## config.mk

```make
export PLATFORM = sky130hd
export DESIGN_NAME = mono_span_raster_op
export DESIGN_NICKNAME = d
export VERILOG_FILES = /design/src/msr_pkg.sv /design/src/msr_setup.sv /design/src/msr_emit.sv /design/src/mono_span_raster_op.sv
export SDC_FILE = /design/constraint.sdc
export NUM_CORES = 1
export LEC_CHECK = 0
export BUFFER_PORTS_ARGS = -buffer_cell sky130_fd_sc_hd__clkbuf_2
export CAP_MARGIN = 20
export CORE_MARGIN = 4
export CORE_UTILIZATION = 35
export CTS_CLUSTER_DIAMETER = 30
export DETAILED_ROUTE_END_ITERATION = 8
export PLACE_DENSITY = 0.64
export SLEW_MARGIN = 10
export SYNTH_ARGS = -nofsm -noshare
export SYNTH_HDL_FRONTEND = slang
export SYNTH_SLANG_ARGS = --single-unit
```

## constraint.sdc

```tcl
create_clock -name aclk -period 9.6 [get_ports aclk]
set_input_delay 1.92 -clock aclk [delete_from_list [all_inputs] [get_ports aclk]]
set_output_delay 1.92 -clock aclk [all_outputs]
set_load 0.05 [all_outputs]
```

## src/msr_pkg.sv

```systemverilog
// Package for the monochrome span raster engine: screen constants, item types, codes.
`default_nettype none
package msr_pkg;

    localparam int SCREEN_W  = 512;
    localparam int SCREEN_H  = 512;
    localparam int ROW_BYTES = (SCREEN_W + 7) / 8;
    localparam int COL_W     = $clog2(ROW_BYTES + 1);
    localparam int CLIP_W    = 11;

    localparam logic [7:0] FULL_MASK = 8'hff;
    localparam logic [2:0] LAST_BIT  = 3'd7;

    localparam logic [1:0] OP_SET    = 2'd0;
    localparam logic [1:0] OP_CLEAR  = 2'd1;
    localparam logic [1:0] OP_INVERT = 2'd2;
    localparam logic [1:0] OP_NONE   = 2'd3;

    typedef struct packed {
        logic [1:0] operation;
        logic [9:0] start_x;
        logic [9:0] row_y;
        logic [9:0] span_width;
    } in_item_t;

    typedef struct packed {
        logic [31:0] byte_address;
        logic [7:0]  bit_mask;
        logic [1:0]  raster_op;
        logic        last_write;
    } out_item_t;

    // Span parameters worked out once per item.
    typedef struct packed {
        logic             ok;
        logic [1:0]       op;
        logic [COL_W-1:0] first_col;
        logic [COL_W-1:0] last_col;
        logic [7:0]       first_mask;
        logic [7:0]       last_mask;
        logic [31:0]      row_addr;
    } span_job_t;

endpackage
`default_nettype wire

```

## src/msr_setup.sv

```systemverilog
// Span setup: validity check, right-edge clip, edge masks and row base address.
`default_nettype none
module msr_setup
    import msr_pkg::*;
(
    input  wire logic      aclk,
    input  wire logic      load,
    input  wire in_item_t  s_item,
    input  wire logic [31:0] frame_base,
    output span_job_t      job
);

    span_job_t          job_reg;
    span_job_t          job_next;
    logic [CLIP_W-1:0]  x_end;
    logic [CLIP_W-1:0]  x2;
    logic               x_on;
    logic               y_on;
    logic [2:0]         lm_shift;

    always_comb begin
        x_on  = {1'b0, s_item.start_x} < CLIP_W'(SCREEN_W);
        y_on  = {1'b0, s_item.row_y} < CLIP_W'(SCREEN_H);
        x_end = CLIP_W'(s_item.start_x) + CLIP_W'(s_item.span_width) - CLIP_W'(1);
        x2    = (x_end >= CLIP_W'(SCREEN_W)) ? CLIP_W'(SCREEN_W - 1) : x_end;
        lm_shift = LAST_BIT - x2[2:0];

        job_next.ok = (s_item.operation != OP_NONE) && (s_item.span_width != 10'd0)
                      && x_on && y_on;
        job_next.op         = s_item.operation;
        job_next.first_col  = COL_W'(s_item.start_x >> 3);
        job_next.last_col   = COL_W'(x2 >> 3);
        job_next.first_mask = FULL_MASK >> s_item.start_x[2:0];
        job_next.last_mask  = FULL_MASK << lm_shift;
        job_next.row_addr   = frame_base
                              + 32'(32'(s_item.row_y) * 32'(ROW_BYTES));
    end

    always_ff @(posedge aclk) begin
        if (load) begin
            job_reg <= job_next;
        end
    end

    assign job = job_reg;

endmodule
`default_nettype wire

```

## src/msr_emit.sv

```systemverilog
// Byte command sequencer: walks the byte columns with one shared address adder.
`default_nettype none
module msr_emit
    import msr_pkg::*;
(
    input  wire logic      aclk,
    input  wire logic      aresetn,
    input  wire logic      start,
    input  wire span_job_t job,
    input  wire logic      m_ready,
    output logic           m_valid,
    output out_item_t      m_item,
    output logic           busy
);

    localparam logic ST_IDLE = 1'b0;
    localparam logic ST_RUN  = 1'b1;

    logic             state_reg, state_next;
    logic [COL_W-1:0] col_reg, col_next;
    logic [31:0]      addr_reg, addr_next;
    logic             m_valid_reg, m_valid_next;
    out_item_t        m_item_reg, m_item_next;

    logic [31:0]      add_a;
    logic [COL_W-1:0] add_b;
    logic [31:0]      add_sum;
    logic             out_free;
    logic             at_last;
    logic [7:0]       mask;

    // shared adder: row base + first column on load, +1 per byte afterwards
    always_comb begin
        add_a   = (state_reg == ST_IDLE) ? job.row_addr : addr_reg;
        add_b   = (state_reg == ST_IDLE) ? job.first_col : COL_W'(1);
        add_sum = add_a + 32'(add_b);
    end

    always_comb begin
        out_free = !m_valid_reg || m_ready;
        at_last  = (col_reg == job.last_col);
        mask     = FULL_MASK;
        if (col_reg == job.first_col) begin
            mask = mask & job.first_mask;
        end
        if (at_last) begin
            mask = mask & job.last_mask;
        end

        state_next   = state_reg;
        col_next     = col_reg;
        addr_next    = addr_reg;
        m_valid_next = m_valid_reg && !m_ready;
        m_item_next  = m_item_reg;

        unique case (state_reg)
            ST_IDLE: begin
                if (start && job.ok) begin
                    col_next   = job.first_col;
                    addr_next  = add_sum;
                    state_next = ST_RUN;
                end
            end
            ST_RUN: begin
                if (out_free) begin
                    m_valid_next             = 1'b1;
                    m_item_next.byte_address = addr_reg;
                    m_item_next.bit_mask     = mask;
                    m_item_next.raster_op    = job.op;
                    m_item_next.last_write   = at_last;
                    if (at_last) begin
                        state_next = ST_IDLE;
                    end else begin
                        col_next  = col_reg + COL_W'(1);
                        addr_next = add_sum;
                    end
                end
            end
            default: begin
                state_next = ST_IDLE;
            end
        endcase
    end

    always_ff @(posedge aclk) begin
        if (!aresetn) begin
            state_reg   <= ST_IDLE;
            m_valid_reg <= 1'b0;
        end else begin
            state_reg   <= state_next;
            m_valid_reg <= m_valid_next;
        end
    end

    always_ff @(posedge aclk) begin
        col_reg    <= col_next;
        addr_reg   <= addr_next;
        m_item_reg <= m_item_next;
    end

    assign m_valid = m_valid_reg;
    assign m_item  = m_item_reg;
    assign busy    = (state_reg == ST_RUN);

endmodule
`default_nettype wire

```

## src/mono_span_raster_op.sv

```systemverilog
// Top level of the monochrome span raster engine.
// A span request (set, clear or invert; start column, row, width) becomes one masked
// byte command per touched frame byte, left to right, for a 1-bit-per-pixel MSB-first
// frame of 512x512 pixels (64 bytes per row). Spans starting off screen, of zero width
// or with operation 3 give no commands; the right end is clipped to the screen edge.
// Timing: a request is set up in the cycle it is taken, loaded into the column
// sequencer in the next, and then one command per cycle leaves while m_ready is high.
// A new request is not taken while a span is in the column sequencer, which walks
// the bytes with its single address adder. s_ready returns once the last command
// of a span sits in the output register. frame_base is to be written via cfg_wr_en/
// cfg_wr_data only while the block is idle; the block itself does not enforce this.
`default_nettype none
module mono_span_raster_op
    import msr_pkg::*;
(
    input  wire logic        aclk,
    input  wire logic        aresetn,
    input  wire logic        cfg_wr_en,
    input  wire logic [31:0] cfg_wr_data,
    input  wire logic        s_valid,
    output logic             s_ready,
    input  wire in_item_t    s_item,
    output logic             m_valid,
    input  wire logic        m_ready,
    output out_item_t        m_item
);

    logic [31:0] frame_base_reg;
    logic        pending_reg;
    logic        accept;
    logic        busy;
    span_job_t   job;

    assign accept  = s_valid && s_ready;
    assign s_ready = !pending_reg && !busy;

    always_ff @(posedge aclk) begin
        if (!aresetn) begin
            frame_base_reg <= 32'd0;
            pending_reg    <= 1'b0;
        end else begin
            if (cfg_wr_en) begin
                frame_base_reg <= cfg_wr_data;
            end
            pending_reg <= accept;
        end
    end

    msr_setup u_setup (
        .aclk       (aclk),
        .load       (accept),
        .s_item     (s_item),
        .frame_base (frame_base_reg),
        .job        (job)
    );

    msr_emit u_emit (
        .aclk    (aclk),
        .aresetn (aresetn),
        .start   (pending_reg),
        .job     (job),
        .m_ready (m_ready),
        .m_valid (m_valid),
        .m_item  (m_item),
        .busy    (busy)
    );

endmodule
`default_nettype wire

```

== Yosys cells after proc, flatten, opt, wreduce, memory -nomap -nowiden ==
Index checks and enable logic that the tools add are counted.
Widths: inputs -> output; s select.
Word-level totals
  bits in registers: 182
  input port bits: 69
  output and inout bits: 45
  logic and storage cells: 70
Operators by class
  add/sub/neg operators: 6
  magnitude comparators: 3
  equal/unequal tests: 6
  shifts and indexed selects: 2
  mux-type cells: 19
  bitwise logic cells: 2
  reductions and logical operators: 15
Operator list (count)
  $mux 32: 4
  $pmux 32 s2: 1
  $add 32x16->32: 1
  $add 32x7->32: 1
  $mux 7: 4
  $lt 10x10->1 const B: 2
  $mux 8: 2
  $eq 7x7->1: 2
  $pmux 7 s2: 1
  $add 10x10->11: 1
  $ge 11x10->1 const B: 1
  $sub 11x1->11 const B: 1
  $reduce_bool 10->1: 1
  $and 8x8->8: 1
  $ne 2x2->1 const B: 4
  $shl 8x3->8 const A: 1
  $shr 8x3->8 const A: 1
  $add 7x1->7 const B: 1
  $logic_and 1x1->1: 7
  $mux 1: 5
  $logic_not 1->1: 4
  $mux 3: 1
  $reduce_and 3->1: 1
  $sub 3x3->3 const A: 1
  4 further kinds: 4

== Logic depth before layout (Yosys ltp) ==
  depth in word-level cells: 6
  depth in mapped cells: 16
  mapped depth without buffers: 11

== Cells and area by module ==
A second synthesis with hierarchy kept.
Second synthesis, totals
  cell total of the unflattened synthesis: 754
  area total of the unflattened synthesis: 9323.9 um^2
By module, submodules not included
  msr_emit: times used 1, cells an instance 340, area each 4520.6 um^2
  msr_setup: times used 1, cells an instance 307, area each 3522.1 um^2
  mono_span_raster_op: times used 1, cells an instance 107, area each 1281.2 um^2

== Least setup slack after synthesis ==
Ideal clock, no wire load.
  kind: input -> register
  start: input m_ready
  end: register u_emit.addr_reg[0], enable pin
  data arrival time: 3984 ps
  required time: 9151 ps
  slack: 5167 ps
  stages on the path: 3
  path buffers: 0
  path through: nand2b_1 -> nand2_1 -> o22ai_1
On the way
  longest elaborated chain between the ends: 3
RTL lines
  from (decl): RTL line mono_span_raster_op.sv:24  | input wire logic m_ready,
  $logic_or 1x1->1: RTL line msr_emit.sv:40  | out_free = !m_valid_reg || m_ready;
  $ne 2x2->1 (no source line)
  $reduce_and 3->1 (no source line)
  to (signal assigned): RTL line msr_emit.sv:97  | addr_reg <= addr_next;
  to (decl): RTL line msr_emit.sv:21  | logic [31:0] addr_reg, addr_next;
No other way between the ends.
A chain may end at the register's enable or synchronous reset.

== Worst setup path after layout ==
  start: input s_item[22] in the netlist's numbering
  end: register u_setup.job_reg (netlist bit u_setup.job[32]), data pin
On the way
  longest elaborated chain between the ends: 6
RTL lines
  from (decl): RTL line mono_span_raster_op.sv:22  | input wire in_item_t s_item,
  $add 10x10->11 (*): RTL line msr_setup.sv:24  | x_end = CLIP_W'(s_item.start_x) + CLIP_W'(s_item.span_width) - CLIP_W'(1);
  $sub 11x1->11 (*): RTL line msr_setup.sv:24
  $ge 11x10->1: RTL line msr_setup.sv:25  | x2 = (x_end >= CLIP_W'(SCREEN_W)) ? CLIP_W'(SCREEN_W - 1) : x_end;
  $mux 3 (*): RTL line msr_setup.sv:25
  $sub 3x3->3 (*): RTL line msr_setup.sv:26  | lm_shift = LAST_BIT - x2[2:0];
  $shl 8x3->8 (*): RTL line msr_setup.sv:34  | job_next.last_mask = FULL_MASK << lm_shift;
  to (signal assigned): RTL line msr_setup.sv:41  | job_reg <= job_next;
  to (decl): RTL line msr_setup.sv:13  | span_job_t job_reg;
Mark *: on every way between the ends. The rest lies on a longest branch, timed or not.

==> reports/results.tsv <==
metric	value	unit
Mapped Cells	737	
Setup Skew	0.01417	ns
IO Pins	114	
FF-to-FF Start	u_emit.busy	
Final ANT Viol Nets	0	
antenna violations before repair	2	
pin count of the biggest net entering global routing	75	
r2r worst-path depth	11	
fillers	2416	
CTS Hold Bufs	0	
leak pwr	0.004067	uW
flops & latches, synth	180	
CP startpoint kind	input pin	
drt first pass iters	4	
Critical Path RT	9.78	ns
crit path DAT	4.29	ns
power density over cell area	184.3	nW/um^2
Setup CP Type	input pin to register	
Layout area overhead	17.25	%
ratio of cells with drive above 1 in the final layout	19.98	%
GR Util All Layers	12.99	%
max-slew violation count	0	
final hold violation count	0	
CTS Buffer Depth	2	
initial drt markers	283	
WL/cell	14.97	um
vias in the first global route	5525	
Final #Nets	962	
Final Util	41.70	%
TNS Setup	0	ns
H-tree depth	4	
crit path capture	u_setup.job[32]	
cts bufs inserted	17	
Final Wtd Congestion	0.8546	
fin crit share	42.79	%
row count	58	
Post-CTS Resized	0	
Peak VDD IR	0.1203	mV
worst hold path class	register to register	
# setup viols final	0	
first-pass GRT wire length	29.39	mm
CP max-delay cell	or4_1	
Worst Tran Pin Value	1.086	ns
Core Box Area	25110	um^2
# port buffers	113	
crit end category	register	
Die Y	167.7	um
unrepaired setup endpoints after global routing	no	
min Tclk post-route	4.108	ns
max FFs per register	63	
Max Freq	243.4	MHz
Synth Flop Type	edfxtp_1	
CP startpoint	s_item[22]	
crit-path cells	clkbuf_2 > inv_1 > ha_1 > inv_1 > ha_1 > a211oi_2 > nor3_1 > or4_1 > a21boi_1 > mux2_2 > o21ai_1	
FFs w/ async S/R, synth	0	%
vias post-DR	5651	
post-synthesis sequential area ratio	56.61	%
clock sink total	180	
die area	28130	um^2
CP peak stage delay	0.51	ns
Mapped Area	8930	um^2
synth warn	0	
DRC viols	0	
clock-pin slew on the worst setup and hold paths	0.08	ns
relative slew slack	27.59	%
synthesized area per cell	12.12	um^2
clk root buf	clkbuf_16	
Total Wirelength	17.94	mm
max-cap violation count	0	
DR vias/cell	4.717	
post-CTS setup buffer count	0	
Starting Density	35.56	%
TritonCTS clock tree	done	
reg2reg setup slack	5.92	ns
Die X	167.7	um
Synth cell types	68	
hpwl dp	13.72	mm
syn nets	846	
worst skew pair latency	0.43	ns
Post-synth EDFFs	145	
status	finished, final reports clean	
total grt overflow	0	
Max FO, Critical Path	13	
reg2reg end	u_emit.addr_reg[30]	
-- Yosys cell counts (all sizes together), types with 13 or more instances --
library cell  number  area (um^2)
xnor2             45        394.1
nand3             23        120.1
a21oi             26        130.1
edfxtp           145         4354
mux2i             49        490.5
ha                37        462.9
nor2              55        206.5
buf               14        80.07
dfxtp             35        700.7
inv               56        210.2
o21ai             14        70.06
xor2              35        306.5
nor2b             13        81.33
nand2             44        165.2
-- worst max-delay path, delay by kind of cell --
kind | cells | cell delay (ns)
adders and majority gates | 2 | 0.59
and+or+nand+nor | 2 | 0.62
muxes | 1 | 0.31
buffers and inverters | 3 | 0.27
AOI/OAI and AO/OA | 3 | 0.56
-- through the flow --
| stage | total power [uW] | hold slack (ns) | std cells | cell area, um^2 | setup WS, ns |
|---|---|---|---|---|---|
| 2_1_floorplan | 1159 | 0.4003 | 737 | 8930 | 5.167 |
| 3_3_place_gp | 1229 | 0.4068 | 1164 | 9856 | 5.110 |
| 3_5_place_dp | 1234 | 0.4072 | 1164 | 9856 | 5.044 |
| 4_1_cts | 1952 | 0.4232 | 1196 | 10470 | 5.503 |
| 5_1_grt | 2022 | 0.4303 | 1198 | 10470 | 5.302 |
| 6_report | 1930 | 0.4223 | 1198 | 10470 | 5.492 |
-- layer usage --
metal  global-route usage [%]  share of wire [%]  up-vias
li1                         -                  -     2886
met2                    18.59                 42       99
met1                    19.44                 53     2650
met4                    4.093                1.5        0
met5                        0                  0        -
met3                    3.093                3.7       16
-- cell type report --
class | instances | area (um^2) | area share, %
multi-input combinational | 478 | 3566 | 34.06
clock inverter | 15 | 183.9 | 1.757
sequential | 180 | 5056 | 48.29
clock buffer | 17 | 425.4 | 4.063
timing repair buffer | 118 | 603.1 | 5.760
tap | 330 | 412.9 | 3.944
antenna | 2 | 5.005 | 0.04780
inverter | 58 | 217.7 | 2.079
-- power breakdown --
part           switching [uW]  internal, uW  total, uW
Sequential               34.5           910        945
Combinational             159           111        270
Clock                     317           397        715
Total                     511          1420       1930
-- worst min path at each step --
stage,to,cells past startpoint,startpoint,slack (ns)
3_3_place_gp,u_emit.m_item[2],0,u_setup.job[63],0.41
2_1_floorplan,u_emit.m_item[1],0,u_setup.job[62],0.40
6_report,u_emit.m_item[2],0,u_setup.job[63],0.42
5_1_grt,u_emit.m_item[1],0,u_setup.job[62],0.43
3_5_place_dp,u_emit.m_item[2],0,u_setup.job[63],0.41
4_1_cts,u_emit.m_item[2],0,u_setup.job[63],0.42
-- cells in the final DEF (no fill, tap or decap), types with 26 or more instances in the layout --
master    synthesis  final
a21oi_1          26     26
clkbuf_2          0    113
dfxtp_1          35     34
edfxtp_1        145    145
ha_1             37     37
inv_1            55     54
mux2i_1          49     49
nand2_1          44     44
nor2_1           55     55
xnor2_1          45     45
xor2_1           35     35
-- logic make-up (layout without fill, tap and decap cells) --
family	Yosys count	in the layout	share of synthesized area, %
AOI/OAI and AO/OA	97	97	7.706
xor gates and xnor gates	80	80	7.846
other	1	3	0.04199
and+or+nand+nor	199	199	11.31
adders and majority gates	40	40	5.857
DFF	180	180	56.61
buffers and inverters	79	208	3.629
muxes	61	61	7.006
No activity file was read; power rests on OpenSTA's default activity.
